===== config.mk =====
export PLATFORM = sky130hd
export DESIGN_NAME = reciprocal_frequency_meter_flat
export DESIGN_NICKNAME = d
export VERILOG_FILES = /design/src/rfm_pkg.sv /design/src/rfm_if.sv /design/src/reciprocal_frequency_meter.sv /design/src/flat_wrapper.sv
export SDC_FILE = /design/constraint.sdc
export NUM_CORES = 1
export LEC_CHECK = 0
export ABC_AREA = 1
export BUFFER_PORTS_ARGS = -buffer_cell sky130_fd_sc_hd__buf_2
export CAP_MARGIN = 20
export CORE_AREA = 4 4 217 219
export DETAILED_ROUTE_END_ITERATION = 16
export DIE_AREA = 0 0 221 223
export GPL_ROUTABILITY_DRIVEN = 0
export GPL_TIMING_DRIVEN = 0
export HOLD_SLACK_MARGIN = 0.03
export MAX_ROUTING_LAYER = met4
export SETUP_SLACK_MARGIN = 0.3
export SYNTH_ARGS = -nofsm -noshare
export SYNTH_HDL_FRONTEND = slang
export SYNTH_SLANG_ARGS = --single-unit
export TNS_END_PERCENT = 5

===== constraint.sdc =====
create_clock -name clk -period 6 [get_ports clk]
set_clock_uncertainty 0.05 [all_clocks]
set_input_delay 0.3 -clock clk [delete_from_list [all_inputs] [get_ports clk]]
set_output_delay 0.3 -clock clk [all_outputs]
set_load 0.02 [all_outputs]

===== src/rfm_pkg.sv =====
// ----------------------------------------------------------------------------
// rfm_pkg: reciprocal frequency meter definitions
// Field widths, register indexes, phase codes and reset values.
// ----------------------------------------------------------------------------
package rfm_pkg;

	// fixed field widths
	localparam int FREQ_W    = 28;
	localparam int TIMEOUT_W = 20;
	localparam int TPS_W     = 20;
	localparam int THRESH_W  = 28;
	localparam int CFG_W     = 28;
	localparam int CFG_IDX_W = 2;

	// default parameter values
	localparam int COUNT_BITS_DEF    = 20;
	localparam int FRACTION_BITS_DEF = 8;

	// register indexes
	localparam logic [CFG_IDX_W-1:0] REG_TIMEOUT   = 2'd0;
	localparam logic [CFG_IDX_W-1:0] REG_TPS       = 2'd1;
	localparam logic [CFG_IDX_W-1:0] REG_THRESHOLD = 2'd2;

	// register reset values
	localparam logic [TIMEOUT_W-1:0] TIMEOUT_RESET   = 20'd500000;
	localparam logic [TPS_W-1:0]     TPS_RESET       = 20'd1000000;
	localparam logic [THRESH_W-1:0]  THRESHOLD_RESET = 28'd38400;

	// measurement phases
	localparam logic [1:0] PH_WAIT = 2'd0;
	localparam logic [1:0] PH_HIGH = 2'd1;
	localparam logic [1:0] PH_LOW  = 2'd2;

	typedef logic [FREQ_W-1:0] freq_t;

endpackage


===== src/rfm_if.sv =====
// ----------------------------------------------------------------------------
// rfm_if: request channels of the reciprocal frequency meter
// Sample channel carries one input level, result channel one measurement.
// ----------------------------------------------------------------------------
interface rfm_sample_if;
	logic valid;
	logic ready;
	logic level;

	modport source (output valid, output level, input ready);
	modport sink (input valid, input level, output ready);
endinterface

interface rfm_result_if;
	logic           valid;
	logic           ready;
	rfm_pkg::freq_t frequency_q8;
	logic           display_update;
	logic           timed_out;

	modport source (output valid, output frequency_q8, output display_update,
		output timed_out, input ready);
	modport sink (input valid, input frequency_q8, input display_update,
		input timed_out, output ready);
endinterface


===== src/reciprocal_frequency_meter.sv =====
// ----------------------------------------------------------------------------
// reciprocal_frequency_meter: edge-to-edge period meter with reciprocal output
// Counts ticks between rising edges of the sampled level, divides the tick
// rate by the period bit-serially and flags changes beyond a threshold.
// ----------------------------------------------------------------------------
//  channel   direction  payload                                        
//  samples   sink       level                                          
//  results   source     frequency_q8, display_update, timed_out        
//  cfg_*     write      cfg_index selects register, cfg_data value     
//
// a sample that gives no result leaves the block idle; the next is taken at once
// a closing edge goes through ST_DIV, the restoring divider that yields one
// quotient bit per cycle, then ST_CMP and ST_OUT; a timeout skips ST_DIV
// results sit in an output register, so the block goes on while it waits
// only the final load stalls when the output register is still full
// arst_n clears control state and loads register reset values
// ----------------------------------------------------------------------------
module reciprocal_frequency_meter #(
	parameter int COUNT_BITS    = rfm_pkg::COUNT_BITS_DEF,
	parameter int FRACTION_BITS = rfm_pkg::FRACTION_BITS_DEF
) (
	input  logic                          clk,
	input  logic                          arst_n,
	rfm_sample_if.sink                    samples,
	rfm_result_if.source                  results,
	input  logic                          cfg_write,
	input  logic [rfm_pkg::CFG_IDX_W-1:0] cfg_index,
	input  logic [rfm_pkg::CFG_W-1:0]     cfg_data
);

	localparam int FREQ_W  = rfm_pkg::FREQ_W;
	localparam int NUM_W   = rfm_pkg::TPS_W + FRACTION_BITS;
	localparam int DIV_W   = COUNT_BITS + 1;
	localparam int CMP_W   = (DIV_W > rfm_pkg::TIMEOUT_W) ? DIV_W : rfm_pkg::TIMEOUT_W;
	localparam int SAT_W   = (NUM_W > FREQ_W) ? NUM_W : FREQ_W;
	localparam int LAST_W  = FREQ_W + 1;
	localparam int DIFF_W  = FREQ_W + 2;
	localparam int CNT_W   = $clog2(NUM_W + 1);

	localparam logic [SAT_W-1:0] FREQ_MAX = SAT_W'({FREQ_W{1'b1}});
	localparam logic signed [LAST_W-1:0] LAST_RESET =
		LAST_W'(-(64'sd1 <<< FRACTION_BITS));
	localparam logic [COUNT_BITS-1:0] COUNT_MAX = {COUNT_BITS{1'b1}};
	localparam logic [CNT_W-1:0] DIV_STEPS = CNT_W'(NUM_W);

	localparam logic [1:0] ST_IDLE = 2'd0;
	localparam logic [1:0] ST_DIV  = 2'd1;
	localparam logic [1:0] ST_CMP  = 2'd2;
	localparam logic [1:0] ST_OUT  = 2'd3;

	// configuration registers
	logic [rfm_pkg::TIMEOUT_W-1:0] timeout_q;
	logic [rfm_pkg::TPS_W-1:0]     tps_q;
	logic [rfm_pkg::THRESH_W-1:0]  thresh_q;

	// measurement state
	logic [1:0]              phase_q;
	logic                    prev_level_q;
	logic [COUNT_BITS-1:0]   tick_q;
	logic signed [LAST_W-1:0] last_q;

	// sequencer and divider
	logic [1:0]        state_q;
	logic [CNT_W-1:0]  cnt_q;
	logic [NUM_W-1:0]  num_q;
	logic [DIV_W-1:0]  rem_q;
	logic [DIV_W-1:0]  dvs_q;
	logic              timed_out_q;
	rfm_pkg::freq_t    freq_q;
	logic [DIFF_W-1:0] abs_q;

	// output register
	logic           res_valid_q;
	rfm_pkg::freq_t res_freq_q;
	logic           res_upd_q;
	logic           res_to_q;

	logic                  accept;
	logic                  rise;
	logic [1:0]            ph;
	logic [DIV_W-1:0]      period;
	logic                  tick_expired;
	logic                  period_over;
	logic [1:0]            phase_d;
	logic [COUNT_BITS-1:0] tick_d;
	logic                  emit;
	logic                  emit_to;

	logic [DIV_W:0]        trial;
	logic [DIV_W:0]        trial_sub;
	logic                  trial_ge;
	rfm_pkg::freq_t        freq_sat;
	logic signed [DIFF_W-1:0] diff;
	logic                  out_free;

	assign accept       = samples.valid && samples.ready;
	assign samples.ready = (state_q == ST_IDLE);

	assign rise         = samples.level && !prev_level_q;
	assign ph           = (phase_q == 2'd3) ? rfm_pkg::PH_WAIT : phase_q;
	assign period       = {1'b0, tick_q} + DIV_W'(1);
	assign tick_expired = CMP_W'(tick_q) >= CMP_W'(timeout_q);
	assign period_over  = CMP_W'(period) > CMP_W'(timeout_q);

	// next phase, count and result request for one sample
	always_comb begin
		phase_d = phase_q;
		tick_d  = (tick_q < COUNT_MAX) ? tick_q + COUNT_BITS'(1) : tick_q;
		emit    = 1'b0;
		emit_to = 1'b0;
		if (ph == rfm_pkg::PH_WAIT) begin
			if (rise) begin
				phase_d = rfm_pkg::PH_HIGH;
				tick_d  = '0;
			end else if (tick_expired) begin
				emit    = 1'b1;
				emit_to = 1'b1;
				phase_d = rfm_pkg::PH_WAIT;
				tick_d  = '0;
			end else begin
				phase_d = rfm_pkg::PH_WAIT;
			end
		end else if (ph == rfm_pkg::PH_LOW && samples.level) begin
			// closing rise opens the next measurement
			emit    = 1'b1;
			emit_to = period_over;
			phase_d = rfm_pkg::PH_HIGH;
			tick_d  = '0;
		end else if (tick_expired) begin
			emit    = 1'b1;
			emit_to = 1'b1;
			phase_d = rfm_pkg::PH_WAIT;
			tick_d  = '0;
		end else if (ph == rfm_pkg::PH_HIGH && !samples.level) begin
			phase_d = rfm_pkg::PH_LOW;
		end
	end

	// restoring divide step
	assign trial     = {rem_q, num_q[NUM_W-1]};
	assign trial_sub = trial - {1'b0, dvs_q};
	assign trial_ge  = trial >= {1'b0, dvs_q};

	assign freq_sat = (SAT_W'(num_q) > FREQ_MAX) ? FREQ_MAX[FREQ_W-1:0] : FREQ_W'(num_q);
	assign diff     = DIFF_W'(signed'({1'b0, freq_sat})) - DIFF_W'(last_q);
	assign out_free = !res_valid_q || results.ready;

	always_ff @(posedge clk or negedge arst_n) begin
		if (!arst_n) begin
			timeout_q <= rfm_pkg::TIMEOUT_RESET;
			tps_q     <= rfm_pkg::TPS_RESET;
			thresh_q  <= rfm_pkg::THRESHOLD_RESET;
		end else if (cfg_write) begin
			case (cfg_index)
				rfm_pkg::REG_TIMEOUT:   timeout_q <= cfg_data[rfm_pkg::TIMEOUT_W-1:0];
				rfm_pkg::REG_TPS:       tps_q     <= cfg_data[rfm_pkg::TPS_W-1:0];
				rfm_pkg::REG_THRESHOLD: thresh_q  <= cfg_data[rfm_pkg::THRESH_W-1:0];
				default: ;
			endcase
		end
	end

	always_ff @(posedge clk or negedge arst_n) begin
		if (!arst_n) begin
			phase_q      <= rfm_pkg::PH_WAIT;
			prev_level_q <= 1'b1;
			tick_q       <= '0;
			last_q       <= LAST_RESET;
			state_q      <= ST_IDLE;
			cnt_q        <= '0;
			num_q        <= '0;
			rem_q        <= '0;
			dvs_q        <= '0;
			timed_out_q  <= 1'b0;
			freq_q       <= '0;
			abs_q        <= '0;
			res_valid_q  <= 1'b0;
			res_freq_q   <= '0;
			res_upd_q    <= 1'b0;
			res_to_q     <= 1'b0;
		end else begin
			// a load in ST_OUT takes precedence over the clear
			if (results.ready && state_q != ST_OUT) begin
				res_valid_q <= 1'b0;
			end
			case (state_q)
				ST_IDLE: begin
					if (accept) begin
						prev_level_q <= samples.level;
						phase_q      <= phase_d;
						tick_q       <= tick_d;
						if (emit) begin
							timed_out_q <= emit_to;
							if (emit_to) begin
								num_q   <= '0;
								state_q <= ST_CMP;
							end else begin
								num_q   <= NUM_W'(tps_q) << FRACTION_BITS;
								rem_q   <= '0;
								dvs_q   <= period;
								cnt_q   <= DIV_STEPS;
								state_q <= ST_DIV;
							end
						end
					end
				end
				ST_DIV: begin
					num_q <= {num_q[NUM_W-2:0], trial_ge};
					rem_q <= trial_ge ? trial_sub[DIV_W-1:0] : trial[DIV_W-1:0];
					cnt_q <= cnt_q - CNT_W'(1);
					if (cnt_q == CNT_W'(1)) begin
						state_q <= ST_CMP;
					end
				end
				ST_CMP: begin
					freq_q  <= freq_sat;
					abs_q   <= diff[DIFF_W-1] ? -diff : diff;
					state_q <= ST_OUT;
				end
				ST_OUT: begin
					if (out_free) begin
						res_valid_q <= 1'b1;
						res_freq_q  <= freq_q;
						res_to_q    <= timed_out_q;
						res_upd_q   <= abs_q > DIFF_W'(thresh_q);
						if (abs_q > DIFF_W'(thresh_q)) begin
							last_q <= signed'({1'b0, freq_q});
						end
						state_q <= ST_IDLE;
					end
				end
				default: state_q <= ST_IDLE;
			endcase
		end
	end

	assign results.valid          = res_valid_q;
	assign results.frequency_q8   = res_freq_q;
	assign results.display_update = res_upd_q;
	assign results.timed_out      = res_to_q;

endmodule


===== src/flat_wrapper.sv =====
// flat-port wrapper written by rule: the top's interface ports become plain ports
module reciprocal_frequency_meter_flat 
#(
	parameter int COUNT_BITS    = rfm_pkg::COUNT_BITS_DEF,
	parameter int FRACTION_BITS = rfm_pkg::FRACTION_BITS_DEF
)
  (clk, arst_n, cfg_write, cfg_index, cfg_data, samples_valid, samples_level, samples_ready, results_valid, results_frequency_q8, results_display_update, results_timed_out, results_ready);
  rfm_sample_if samples_i ();
  rfm_result_if results_i ();
  input  logic clk;
  input  logic arst_n;
  input  logic cfg_write;
  input  logic [rfm_pkg::CFG_IDX_W-1:0] cfg_index;
  input  logic [rfm_pkg::CFG_W-1:0] cfg_data;
  input wire logic [$bits(samples_i.valid)-1:0] samples_valid;
  input wire logic [$bits(samples_i.level)-1:0] samples_level;
  output wire logic [$bits(samples_i.ready)-1:0] samples_ready;
  output wire logic [$bits(results_i.valid)-1:0] results_valid;
  output wire logic [$bits(results_i.frequency_q8)-1:0] results_frequency_q8;
  output wire logic [$bits(results_i.display_update)-1:0] results_display_update;
  output wire logic [$bits(results_i.timed_out)-1:0] results_timed_out;
  input wire logic [$bits(results_i.ready)-1:0] results_ready;
  assign samples_i.valid = samples_valid;
  assign samples_i.level = samples_level;
  assign samples_ready = samples_i.ready;
  assign results_valid = results_i.valid;
  assign results_frequency_q8 = results_i.frequency_q8;
  assign results_display_update = results_i.display_update;
  assign results_timed_out = results_i.timed_out;
  assign results_i.ready = results_ready;
  reciprocal_frequency_meter #(.COUNT_BITS(COUNT_BITS), .FRACTION_BITS(FRACTION_BITS)) u_core (.clk(clk), .arst_n(arst_n), .samples(samples_i), .results(results_i), .cfg_write(cfg_write), .cfg_index(cfg_index), .cfg_data(cfg_data));
endmodule

# ---- Word-level counts from Yosys, hierarchy flattened
# Cells that the tools add are included.
dict set report totals {
  input_bits 36
  register_bits 287
  word_cells 114
  output_inout_bits 32
}
dict set report classes {
  addsub 6
  n_reduce_logical 26
  bitwise 1
  n_eq_ne 15
  muxes 41
  order_cmp 6
}
# operator n
set ops {}
lappend ops {{2-to-1 mux 28 bit} 4}
lappend ops {{2-to-1 mux 20 bit} 5}
lappend ops {{2-to-1 mux 21 bit} 4}
lappend ops {{one-hot mux 28 bit (2 select lines)} 1}
lappend ops {{one-hot mux 21 bit (2 select lines)} 1}
lappend ops {{greater-than comparator 30 x 28 -> 1 bit} 1}
lappend ops {{2-to-1 mux 30 bit} 1}
lappend ops {{negator 30 bit} 1}
lappend ops {{subtractor 29 x 29 -> 30 bit} 1}
lappend ops {{greater-than comparator 28 bit, second input constant} 1}
lappend ops {{greater-or-equal comparator 22 x 21 -> 1 bit} 1}
lappend ops {{adder 20 x 1 -> 21 bit, second input constant} 1}
lappend ops {{greater-than comparator 21 x 20 -> 1 bit} 1}
lappend ops {{subtractor 21 bit} 1}
lappend ops {{adder 20 x 1 -> 20 bit, second input constant} 1}
lappend ops {{greater-or-equal comparator 20 bit} 1}
lappend ops {{less-than comparator 20 bit, second input constant} 1}
lappend ops {{2-to-1 mux 2 bit} 10}
lappend ops {{2-to-1 mux 5 bit} 3}
lappend ops {{AND reduction 3 bit} 4}
lappend ops {{AND reduction 4 bit} 3}
lappend ops {{equality test 2 bit, second input constant} 5}
lappend ops {{2-to-1 mux 1 bit} 10}
lappend ops {{one-hot mux 5 bit (2 select lines)} 1}
lappend ops {{other kinds (14)} 32}

# ---- Longest topological paths before layout
# Gate-level depths: netlist of the first run.
dict set report logic_depth {
  ltp_word 10
  ltp_mapped 27
  depth_no_buf 26
}

# ---- Least setup slack after synthesis of the first run
# OpenSTA, ideal clock, no wires.
dict set report synth_timing {
  path_kind {reg2reg}
  start {register u_core.tick_q[0]}
  end {register u_core.cnt_q[3]}
  slack_ns 2.766
  synth_period_minus_slack_ns 3.234
  arrival_ns 3.065
  required_time_ns 5.831
  n_path_buf 2
  setup_time_ns 0.119
  stages_incl_launch_ff 24
  path_cell_list {dfrtp_1 inv_1 nor3_1 nand2_1 nor2_1 nand3_1 nor4_2 nand2_1 xor2_1 ha_1 and3_1 nand2_1 nor2_1 nand3_1 nand2_1 clkinv_1 nand2_2 nand2_4 nand3_4 nand2_4 buf_6 buf_12 nand2_2 o21ai_2}
}
dict set report synth_between {
  elab_chain_len 6
  elab_cells_between_ends 12
  classes_between {1 x add/sub; 2 x order compare; 2 x eq/ne; 6 x mux; 1 x reduce/logical}
}
# element line_no
set synth_lines {}
lappend synth_lines {{start, declared} reciprocal_frequency_meter.sv:59} ;# logic [COUNT_BITS-1:0] tick_q;
lappend synth_lines {{start signal, assigned} reciprocal_frequency_meter.sv:191} ;# tick_q <= tick_d;
lappend synth_lines {{adder 20 x 1 -> 21 bit} reciprocal_frequency_meter.sv:101} ;# assign period = {1'b0, tick_q} + DIV_W'(1);
lappend synth_lines {{net u_core.period[0]} reciprocal_frequency_meter.sv:81} ;# logic [DIV_W-1:0] period;
lappend synth_lines {{greater-than comparator 21 x 20 -> 1 bit} reciprocal_frequency_meter.sv:103} ;# assign period_over = CMP_W'(period) > CMP_W'(timeout_q);
lappend synth_lines {{2-to-1 mux 1 bit} reciprocal_frequency_meter.sv:123} ;# end else if (ph == rfm_pkg::PH_LOW && samples.level) begin
lappend synth_lines {{2-to-1 mux 1 bit} reciprocal_frequency_meter.sv:111} ;# if (ph == rfm_pkg::PH_WAIT) begin
lappend synth_lines {{inequality test 2 bit (no line)} -}
lappend synth_lines {{AND reduction 4 bit (no line)} -}
lappend synth_lines {{end signal, assigned} reciprocal_frequency_meter.sv:210} ;# cnt_q <= cnt_q - CNT_W'(1);
lappend synth_lines {{end, declared} reciprocal_frequency_meter.sv:64} ;# logic [CNT_W-1:0] cnt_q;
# The timed path passes the listed nets, and every way through them passes these cells.
# A chain may end at the register's enable or synchronous reset.

# ---- Final worst setup path of the first run
dict set report layout_timing {
  start {register u_core.tick_q[0]}
  end {register u_core.num_q[21]}
}
dict set report layout_between {
  elab_chain_len 8
  elab_cells_between_ends 15
  classes_between {1 x add/sub; 2 x order compare; 1 x eq/ne; 10 x mux; 1 x reduce/logical}
}
# element line_no
set layout_lines {}
lappend layout_lines {{adder 20 x 1 -> 21 bit} reciprocal_frequency_meter.sv:101}
lappend layout_lines {{net u_core.period[0]} reciprocal_frequency_meter.sv:81}
lappend layout_lines {{greater-than comparator 21 x 20 -> 1 bit} reciprocal_frequency_meter.sv:103}
lappend layout_lines {{2-to-1 mux 1 bit} reciprocal_frequency_meter.sv:123}
lappend layout_lines {{2-to-1 mux 1 bit} reciprocal_frequency_meter.sv:111}
lappend layout_lines {{2-to-1 mux 28 bit} reciprocal_frequency_meter.sv:194} ;# if (emit_to) begin
lappend layout_lines {{2-to-1 mux 28 bit} reciprocal_frequency_meter.sv:192} ;# if (emit) begin
lappend layout_lines {{2-to-1 mux 28 bit} reciprocal_frequency_meter.sv:188} ;# if (accept) begin
lappend layout_lines {{one-hot mux 28 bit (2 select lines)} reciprocal_frequency_meter.sv:186} ;# case (state_q)
lappend layout_lines {{end signal, assigned} reciprocal_frequency_meter.sv:198} ;# num_q <= NUM_W'(tps_q) << FRACTION_BITS;
lappend layout_lines {{end signal, assigned} reciprocal_frequency_meter.sv:208} ;# num_q <= {num_q[NUM_W-2:0], trial_ge};
lappend layout_lines {{end, declared} reciprocal_frequency_meter.sv:65} ;# logic [NUM_W-1:0] num_q;
# The timed path passes the listed nets, and every way through them passes these cells. The select of a mux whose other input is x is not followed.

==> metrics, run 1 <==
largest family of logic cells by synthesized area simple AND/OR/NAND/NOR gates; Initial DRT Pass Iterations 6; Final Non-Filler Cells 3193; Fin. Hold Viols 0; Synth Area in Compound Gates 11.73%; YS warnings 0; WS Path Type reg2reg; CTS Buffer Depth 3; Rel. slew slack 52.21%; routed wire length per instance 16.21 um; post-synthesis adder-cell area fraction 9.121%; crit path DAT 4.53 ns; PostCTS Resize Cnt 0; simple-gate portion of the synthesized area 26.85%; number of global-route vias before repair 15610; Final min period 4.119 ns; Remaining DRCs 0; ys async rst share 100.0%; area delta synth->final 13.42%; Die H 223 um; Std-Cell Rows 78; Post-CTS Repair Setup Buffers 0; initial antenna violation count 1; fin nets 2732; antenna viol nets, final 0; Worst-path clk slew 0.06 ns; status finished clean; Startpoint Class flop; IO Pins 68; dpl cells 3120; crit share post-route 68.65%; post-synthesis mux area share 0%; GRT Total Usage 21.35%; ys flop type dfrtp_1; core area 45090 sq um; Max-cap violations 0; worst endpoint required time 6.41 ns; most frequent cells in the layout 743 x nand2_1, 351 x inv_1, 247 x dfrtp_1, 221 x o21ai_0, 166 x nand3_1; register area 7232 sq um; Max Slew Vio Count 0; die area 49280 sq um; share of post-route cells with drive strength above 1 8.947%; Syn Area/Cell 7.287 sq um; Vias/cell 5.019; # fillers 4637; Post-synth EDFFs 0; Final HPWL DP 40.40 mm; diode count 0; Overflow after GRT 0; 1st-iter DRT viols 1134; multi-input logic area 8851 sq um; Mapped Cells 2451; H-tree Lvls 2; CTS tree built; cell accounting for the most synthesized area dfrtp_1; largest net degree at the start of global routing 120; Worst Setup SP u_core.tick_q[0]; Root Buffer clkbuf_16; Worst-Skew Late Latency 0.54 ns; Worst Tran Pin Value 0.7169 ns; CTS Buf Count 34; Yosys cell types 54; RSZ-0062 raised after global routing no; hold path startpoint cfg_data[16]; initial core utilization 39.61%; Hold Crit Class in2reg; crit-path max FO 10; hold_buf cts 11; vias post-DR 16030; Worst setup EP type flop; Synth area leaders dfrtp_1 35%, nand2_1 16%, ha_1 8.9%, inv_1 7.4%, o21ai_0 6.2%; sequential element share of the synthesized area 40.49%; most common cell after layout, fill and taps aside nand2_1; DRT Wirelength 51.76 mm; Synth top area share 34.61%; maximum operating frequency 0.2428 GHz; Cell Area, Synth 17860 sq um; final number of setup-violating endpoints 0; Synth Register Bits 287; xor/xnor share of the synthesized area 1.864%; Synthesized Nets 2616; first-pass GRT wire length 83.41 mm; Reg-to-Reg Start u_core.tick_q[0]; Die W 221 um; Num Clock Sinks 287; PortBufs 67
-- sequential cells by signal, summed over array words and instances, names as in the netlist, 21 cells and up --
signal and count:
u_core.abs_q 30, u_core.dvs_q 21, u_core.freq_q 28, u_core.last_q 29, u_core.num_q 28, u_core.rem_q 21
u_core.results.frequency_q8 28, u_core.thresh_q 28
-- path summary, 6_finish.rpt --
kind                                                    to  slack (ns)  cells past startpoint
max                                       u_core.num_q[21]        1.88                     20
min                                   u_core.timeout_q[16]        0.04                      3
max reg2reg                               u_core.num_q[21]        1.88                     20
min reg2reg                 u_core.results.frequency_q8[9]        0.44                      2
max in group asynchronous                u_core.tick_q[17]        4.17                      4
min in group asynchronous  u_core.results.frequency_q8[16]        0.21                      2
-- cells by family after synthesis --
logic type,after synthesis
AND/OR/NAND/NOR,1147
XOR/XNOR,38
buffers and inverters,460
adder cells (fa/ha/maj),129
flip-flops,287
AO/OA/AOI/OAI,390
-- critical path, stage by stage, from the launching register on --
cell      delay [ns]
dfrtp_1         0.43
inv_1           0.11
nor3_1          0.36
nand2_1         0.13
nor2_1          0.15
nand3_1         0.27
nor4_2          0.38
nand2_1         0.12
xor2_1          0.34
ha_1            0.32
and3_1          0.20
nand2_1         0.06
nand3b_1        0.09
nor2_1          0.12
nand2_1         0.07
nand2_2         0.09
nand2_4         0.08
nor2_4          0.18
buf_2           0.26
nand3_1         0.13
nand3_1         0.11
-- layout make-up --
type / count / share of cell area, %
timing repair buffer: 80 / 2.520
tap: 600 / 3.706
clock buffer: 47 / 4.694
sequential: 287 / 35.70
inverter: 358 / 6.634
multi-input combinational: 1704 / 43.69
clock inverter: 15 / 0.9141
buffer: 102 / 2.137
-- per-layer routing --
| metal | GRT usage (%) | wire length (um) | vias up |
|---|---|---|---|
| met5 | - | 0 | - |
| met4 | 6.402 | 1546 | 0 |
| met3 | 2.289 | 2012 | 97 |
| met2 | 35.20 | 24520 | 366 |
| met1 | 28.03 | 23680 | 7503 |
| li1 | - | - | 8060 |
-- per-stage QoR --
step / hold slack (ns) / area (sq um) / TNS (ns) / utilization (%) / setup slack (ns)
2_1_floorplan: -0.04559 / 17860 / 0 / - / 2.766
5_1_grt: 0.04633 / 20260 / 0 / 44.93 / 1.684
3_5_place_dp: 0.1825 / 19010 / 0 / 42.16 / 1.946
3_3_place_gp: 0.4192 / 18950 / -182.95 / 42.02 / -0.7867
6_report: 0.04057 / 20260 / 0 / 44.93 / 1.881
4_1_cts: 0.03144 / 20260 / 0 / 44.93 / 1.929
-- Yosys cell counts (2+ instances only) --
cell type and count:
nor3_2 2, nand3_1 166, fa_1 2, or2_2 7
inv_2 5, dfrtp_1 247, nand3b_1 9, a21oi_1 92
and3_1 2, buf_1 3, a31oi_1 5, nor2_1 143
o22ai_1 19, o31ai_1 2, o21ai_0 221, dfstp_2 40
nor4_1 3, xnor2_1 7, a21boi_1 2, xor2_1 31
buf_2 17, a211oi_1 3, nor3_1 17, nor2_4 3
nand2_1 743, o21a_1 4, o211ai_1 8, ha_1 127
nand2_2 12, nand2_4 2, nand4_1 26, nor2_2 4
o21ai_1 15, and2_1 3, clkinv_1 2, clkbuf_1 78
inv_1 351, o21ai_2 10, a21o_1 3
Power of run 1 is left out: the tool's default activity adds up to more than one toggle a clock period on the data nets, which glitch-free logic cannot reach.
==> run 2, diff against run 1 <==
ABC_AREA = 0   (was 1)
CORE_AREA = 4 4 212 214   (was 4 4 217 219)
DIE_AREA = 0 0 216 218   (was 0 0 221 223)
clock period = 3.5 ns   (was 6 ns; I/O delays follow)
==> metrics, run 2 <==
Yosys cell types 72 (+33%); Worst Tran Pin Value 0.9357 ns (+0.2188 ns); Final WS setup -0.4931 ns (-2.374 ns); crit share post-route 114.1% (+45 points); CTS Buf Count 34 (unchanged); Syn Area/Cell 9.742 sq um (+34%); Final HPWL DP 33.14 mm (-18%); Place WS -1.497 ns (-3.443 ns); H-tree Lvls 2 (unchanged); antenna viol nets, final 0 (unchanged); vias post-DR 13540 (-15%); initial antenna violation count 0 (-1); sequential element share of the synthesized area 42.35% (+1.9 points); Die H 218 um (-2.2%); Num Clock Sinks 287 (unchanged); top post-synthesis cells by count 247 x dfrtp_1, 141 x mux2_2, 131 x inv_1, 130 x a21oi_1, 129 x nand2_1; die area 47090 sq um (-4.5%); Worst setup EP type flop; first-pass GRT wire length 72.85 mm (-13%); number of global-route vias before repair 13700 (-12%); Root Buffer clkbuf_16; failing checks negative setup slack; largest register by flop count u_core.abs_q; ys async rst share 100.0% (unchanged); count leader, synth dfrtp_1; Die W 216 um (-2.3%); Worst-path clk slew 0.06 ns (about the same); Final min period 3.993 ns (-0.1260 ns); routed wire length per instance 17.89 um (+10%); Final Non-Filler Cells 2529 (-21%); Remaining DRCs 0 (unchanged); maximum operating frequency 0.2504 GHz (+3.2%); Worst R2R Setup Slack -0.49 ns (-2.37 ns); share of post-route cells with drive strength above 1 23.88% (+15 points); DRT Wirelength 45.24 mm (-13%); initial core utilization 39.82% (+0.21 points); Hold Crit Class in2async; Max-cap violations 0 (unchanged); most common cell after layout, fill and taps aside dfrtp_1; Initial DRT Pass Iterations 5 (-1); Max Slew Vio Count 0 (unchanged); YS warnings 0 (unchanged); 1st-iter DRT viols 731 (-36%); CTS tree built; dpl cells 2407 (-23%); Synth Register Bits 287 (unchanged); fin nets 2083 (-24%); worst endpoint required time 3.91 ns (-2.50 ns); Leakage 9.644 nW; RSZ-0062 raised after global routing yes; number of flip-flops in the largest register 30 (unchanged); PortBufs 67 (unchanged); largest registers u_core.abs_q: 30 flops, u_core.last_q: 29 flops; GRT Total Usage 19.70% (-1.7 points); crit-path max FO 9 (-1); Post-synth EDFFs 0 (unchanged); core area 42890 sq um (-4.9%); Synth top area share 36.19% (+1.6 points); CTS Buffer Depth 3 (unchanged); largest net degree at the start of global routing 125 (+4.2%); R2R depth 16 (-20%); Worst R2R End u_core.num_q[9]; area delta synth->final 21.18%; Overflow after GRT 0 (unchanged); Synthesized Nets 1918 (-27%); Rel. slew slack 37.62% (-15 points); Startpoint Class flop; Mapped Cells 1753 (-28%); pwr dens 994.7 nW/um^2; Std-Cell Rows 76 (-2.6%); Vias/cell 5.355 (+6.7%); final number of setup-violating endpoints 96 (+96); ys flop type dfrtp_1; Worst-Skew Late Latency 0.55 ns (about the same); Fin. Hold Viols 0 (unchanged); Cell Area, Synth 17080 sq um (-4.4%); Min Hold Slack 0.09898 ns (+0.05841 ns); crit path DAT 4.41 ns (-0.12 ns); status complete, but fails checks; Synth area leaders dfrtp_1 36%, ha_1 9.3%, mux2_2 9.3%, dfstp_2 6.2%, a21oi_1 3.8%; Reg-to-Reg Start u_core.tick_q[14]; WS Path Type reg2reg; IO Pins 68 (unchanged); most frequent cells in the layout 243 x dfrtp_1, 141 x mux2_2, 131 x inv_1, 126 x nand2_1, 126 x a21oi_1; cell accounting for the most synthesized area dfrtp_1; VDD IR max 0.4085 mV
==> run 2: cell count changes in the layout (fill, tap and decap cells not counted), sizes merged, moves of 30 or more <==
cell	delta
o21ai	-130
xnor2	+44
a22o	+30
nand2	-628
nand3	-118
inv	-225
mux2	+141
nor2	-38
a21o	+55
a21oi	+38
==> run 2: stage by stage <==
step | instance area [sq um] | setup TNS (ns) | utilization [%] | total power [mW]
6_report | 20690 | -28.12 | 48.26 | 20.59
5_1_grt | 20690 | -45.74 | 48.25 | 22.11
4_1_cts | 20520 | -30.51 | 47.84 | 20.50
3_5_place_dp | 18310 | -121.05 | 42.69 | 15.62
3_3_place_gp | 18240 | -949.35 | 42.54 | 15.41
2_1_floorplan | 17180 | -9.288 | - | 13.00
==> run 2: per-layer routing <==
metal	global-route usage, %	up-vias	share of wire, %
met5	-	-	0
met4	6.742	0	2.8
met3	2.424	78	4.0
met2	32.82	291	48
met1	25.03	6676	45
li1	-	6497	-
==> run 2: cells by family after synthesis <==
family | Yosys count | synth area share (%)
simple gates | 419 | 11.83
buf+inv | 232 | 5.114
fa+ha+maj | 129 | 9.539
xor+xnor | 76 | 3.898
flops | 287 | 42.35
mux | 164 | 10.65
compound gates | 446 | 16.63
==> run 2: cell type report <==
cell class	count	area [sq um]
clock inverters	14	224.0
fillers	4010	22190
plain buffers	101	528.0
clock buffers	47	980.9
well taps	585	732.0
diodes	1	2.502
multi-input cells	1234	9563
flip-flops and latches	287	7237
repair buffers	129	935.9
inverters	131	491.7
==> run 2: how the worst max path moves through the flow <==
stage                                 start                to  slack [ns]  depth (start not counted)
after detailed placement   u_core.tick_q[2]   u_core.rem_q[9]       -1.50                         19
after floorplan            u_core.tick_q[1]  u_core.num_q[18]       -0.27                         18
after global routing      u_core.tick_q[14]   u_core.num_q[8]       -0.67                         16
after global placement               arst_n  u_core.tick_q[0]       -3.70                          1
after CTS                  u_core.tick_q[1]   u_core.num_q[9]       -0.49                         18
final                     u_core.tick_q[14]   u_core.num_q[9]       -0.49                         16
==> run 2: timing repair <==
item / CTS / global route
setup buffers: 26 / 2
setup endpoints to repair: 136 / 138
resized for setup: 136 / 58
hold endpoints to repair: 266 / 0
hold buffers: 31 / 0
pin swaps: 37 / 26
cloned: 1 / 0
==> run 2: worst max-delay path, stage by stage (launching register included) <==
cell	delay (ns)
dfrtp_1	0.54
nand4_1	0.31
nor4_4	0.41
and3_4	0.25
xor2_2	0.18
ha_1	0.30
a21o_1	0.19
a211oi_2	0.22
o21ai_2	0.11
a211oi_4	0.21
o21ai_2	0.11
a22o_4	0.27
a21o_1	0.17
buf_6	0.14
nor2_4	0.13
buf_6	0.17
a21o_1	0.12
==> run 2: power breakdown <==
part | total [mW] | internal [mW] | switching [mW]
logic | 11.6 | 4.94 | 6.63
clock network | 3.83 | 2.40 | 1.43
registers | 5.18 | 4.43 | 0.756
total | 20.6 | 11.8 | 8.81
No activity file was read; power rests on OpenSTA's default activity.
==> run 3, diff against run 2 <==
BUFFER_PORTS_ARGS = unset   (was -buffer_cell sky130_fd_sc_hd__buf_2)
DONT_BUFFER_PORTS = 1   (was unset)
==> metrics, run 3 (same netlist as run 2, synthesis figures left out) <==
status complete, but fails checks; failing checks negative hold slack, negative setup slack; Vias/cell 5.452 (+1.8%); RSZ-0062 raised after global routing yes; crit share post-route 119.6% (+5.5 points); Std-Cell Rows 76 (unchanged); PortBufs 0 (-100%); routed wire length per instance 18.45 um (+3.1%); Die H 218 um (unchanged); Remaining DRCs 0 (unchanged); Worst setup EP type flop; Worst R2R End u_core.num_q[21]; Die W 216 um (unchanged); Final Core Density 47.53% (-0.72 points); initial antenna violation count 1 (+1); share of post-route cells with drive strength above 1 22.96% (-0.92 points); Max-cap violations 0 (unchanged); most common cell after layout, fill and taps aside dfrtp_1; Rel. slew slack 40.91% (+3.3 points); initial core utilization 39.82% (unchanged); first-pass GRT wire length 74.41 mm (+2.1%); CTS Buf Count 35 (+2.9%); DRT Wirelength 46.00 mm (+1.7%); worst-path cell chain ha_4 > nand2_4 > or3_4 > nor4_4 > and3_4 > xor2_2 > ha_1 > a21o_1 > a211oi_2 > o21ai_1 > a211oi_2 > o21ai_2 > a22o_4 > a21o_1 > buf_6 > nor2_4 > clkbuf_8 > a21o_1; core area 42890 sq um (unchanged); final number of setup-violating endpoints 97 (+1.0%); Min Hold Slack -0.7258 ns (-0.8247 ns); Place WS -1.647 ns (-0.1508 ns); switching share of power 43.77% (+0.95 points); Final HPWL DP 32.80 mm (-1.0%); Num Clock Sinks 287 (unchanged); Worst R2R Setup Slack -0.69 ns (-0.19 ns); WP buf/inv 2 (unchanged); Comb pwr share 56.2% (about the same); dpl cells 2338 (-2.9%); die area 47090 sq um (unchanged); Leakage 9.416 nW (-2.4%); Final min period 4.187 ns (+0.1939 ns); most frequent cells in the layout 241 x dfrtp_1, 141 x mux2_2, 131 x inv_1, 126 x nand2_1, 126 x a21oi_1; H-tree Lvls 2 (unchanged); Initial DRT Pass Iterations 5 (unchanged); Flop pwr share 26.5% (+1.3 points); GRT Total Usage 20.11% (+0.42 points); largest registers u_core.abs_q: 30 flops, u_core.last_q: 29 flops; Final Non-Filler Cells 2494 (-1.4%); Overflow after GRT 0 (unchanged); WS Path Type reg2reg; Max Slew Vio Count 0 (unchanged); crit path DAT 4.62 ns (+0.21 ns); vias post-DR 13600 (+0.41%); Final WS setup -0.6870 ns (-0.1939 ns); P_sw 8.839 mW (+0.27%); maximum operating frequency 0.2388 GHz (-4.6%); Reg-to-Reg Start u_core.tick_q[0]; Startpoint Class flop; pwr dens 990.6 nW/um^2 (-0.41%); Worst Tran Pin Value 0.8863 ns (-0.04936 ns); Worst-Skew Late Latency 0.55 ns (about the same); Most common cell on crit path a21o_1; Worst-path clk slew 0.06 ns (about the same); 1st-iter DRT viols 904 (+24%); largest net degree at the start of global routing 288 (+130%); Fin. Hold Viols 287 (+287); CTS Buffer Depth 3 (unchanged); worst endpoint required time 3.94 ns (+0.03 ns); IO Pins 68 (unchanged); Int Power 11.36 mW (-3.5%); area delta synth->final 19.37%; clock network fraction of total power 17.2% (-1.4 points); Root Buffer clkbuf_16; Crit path max-delay family compound AO/OA/AOI/OAI gates; Hold Crit Class in2async; number of flip-flops in the largest register 30 (unchanged); R2R depth 18 (+2); largest register by flop count u_core.abs_q; number of global-route vias before repair 13690 (-0.073%); CTS tree built; crit-path max FO 5 (-4); antenna viol nets, final 0 (unchanged); fin nets 2049 (-1.6%); VDD IR max 0.4600 mV (+13%); Critical-path top delay cell dfrtp_2; CP peak stage delay 0.43 ns (-0.11 ns)
-- run 3: worst max-delay path by stage --
| stage | from | endpoint | cells past startpoint |
|---|---|---|---|
| floorplan | u_core.tick_q[1] | u_core.num_q[18] | 18 |
| global placement | u_core.tick_q[2] | u_core.rem_q[7] | 18 |
| detailed placement | u_core.tick_q[2] | u_core.rem_q[2] | 19 |
| CTS | u_core.tick_q[0] | u_core.num_q[17] | 18 |
| global route | u_core.tick_q[0] | u_core.num_q[16] | 18 |
| finish | u_core.tick_q[0] | u_core.num_q[21] | 18 |
-- run 3: final cells by class --
class	count	area [sq um]
fill	3934	22500
multi-input combinational	1234	9504
sequential	287	7239
clock buffer	46	988.4
timing repair buffer	94	822.0
tap	585	732.0
buffer	101	501.7
inverter	131	491.7
clock inverter	15	103.9
antenna	1	2.502
-- run 3: what timing repair did --
action	CTS	global route
hold buffers	31	1
setup endpoints to repair	136	132
endpoints found under the hold margin	361	290
pin swaps	49	29
setup buffers	49	10
gates cloned	3	0
resized for setup	126	60
-- run 3: power groups by stage --
stage               sequential [mW]  clock [mW]  combinational (mW)
floorplan                      5.05           0                7.95
global placement               5.38           0                9.83
detailed placement             5.41           0                10.0
CTS                            5.36        3.58                11.0
global route                   5.48        3.71                12.6
finish                         5.36        3.48                11.4
-- run 3: metrics by stage --
step           power [mW]  setup TNS (ns)  hold slack (ns)  instance area [sq um]
2_1_floorplan       13.00          -9.288          -0.1706                  17180
3_3_place_gp        15.20         -126.55          -0.1488                  17910
3_5_place_dp        15.43         -129.79          -0.1496                  17910
4_1_cts             19.92          -40.87          -0.7381                  20160
5_1_grt             21.77          -59.55          -0.7487                  20390
6_report            20.19          -47.75          -0.7258                  20390
-- run 3: per-layer routing --
layer,vias up,global-route usage [%],part of all wire (%)
li1,6424,-,-
met3,97,3.609,4.8
met5,-,-,0
met2,316,33.07,48
met1,6761,25.76,44
met4,0,5.611,2.8
-- run 3: worst register-to-register path, cell delays in order (launching register included) --
cell and delay (ns):
dfrtp_2 0.43, ha_4 0.19, nand2_4 0.06, or3_4 0.41
nor4_4 0.21, and3_4 0.25, xor2_2 0.18, ha_1 0.29
a21o_1 0.19, a211oi_2 0.22, o21ai_1 0.11, a211oi_2 0.31
o21ai_2 0.12, a22o_4 0.27, a21o_1 0.17, buf_6 0.13
nor2_4 0.24, clkbuf_8 0.21, a21o_1 0.10
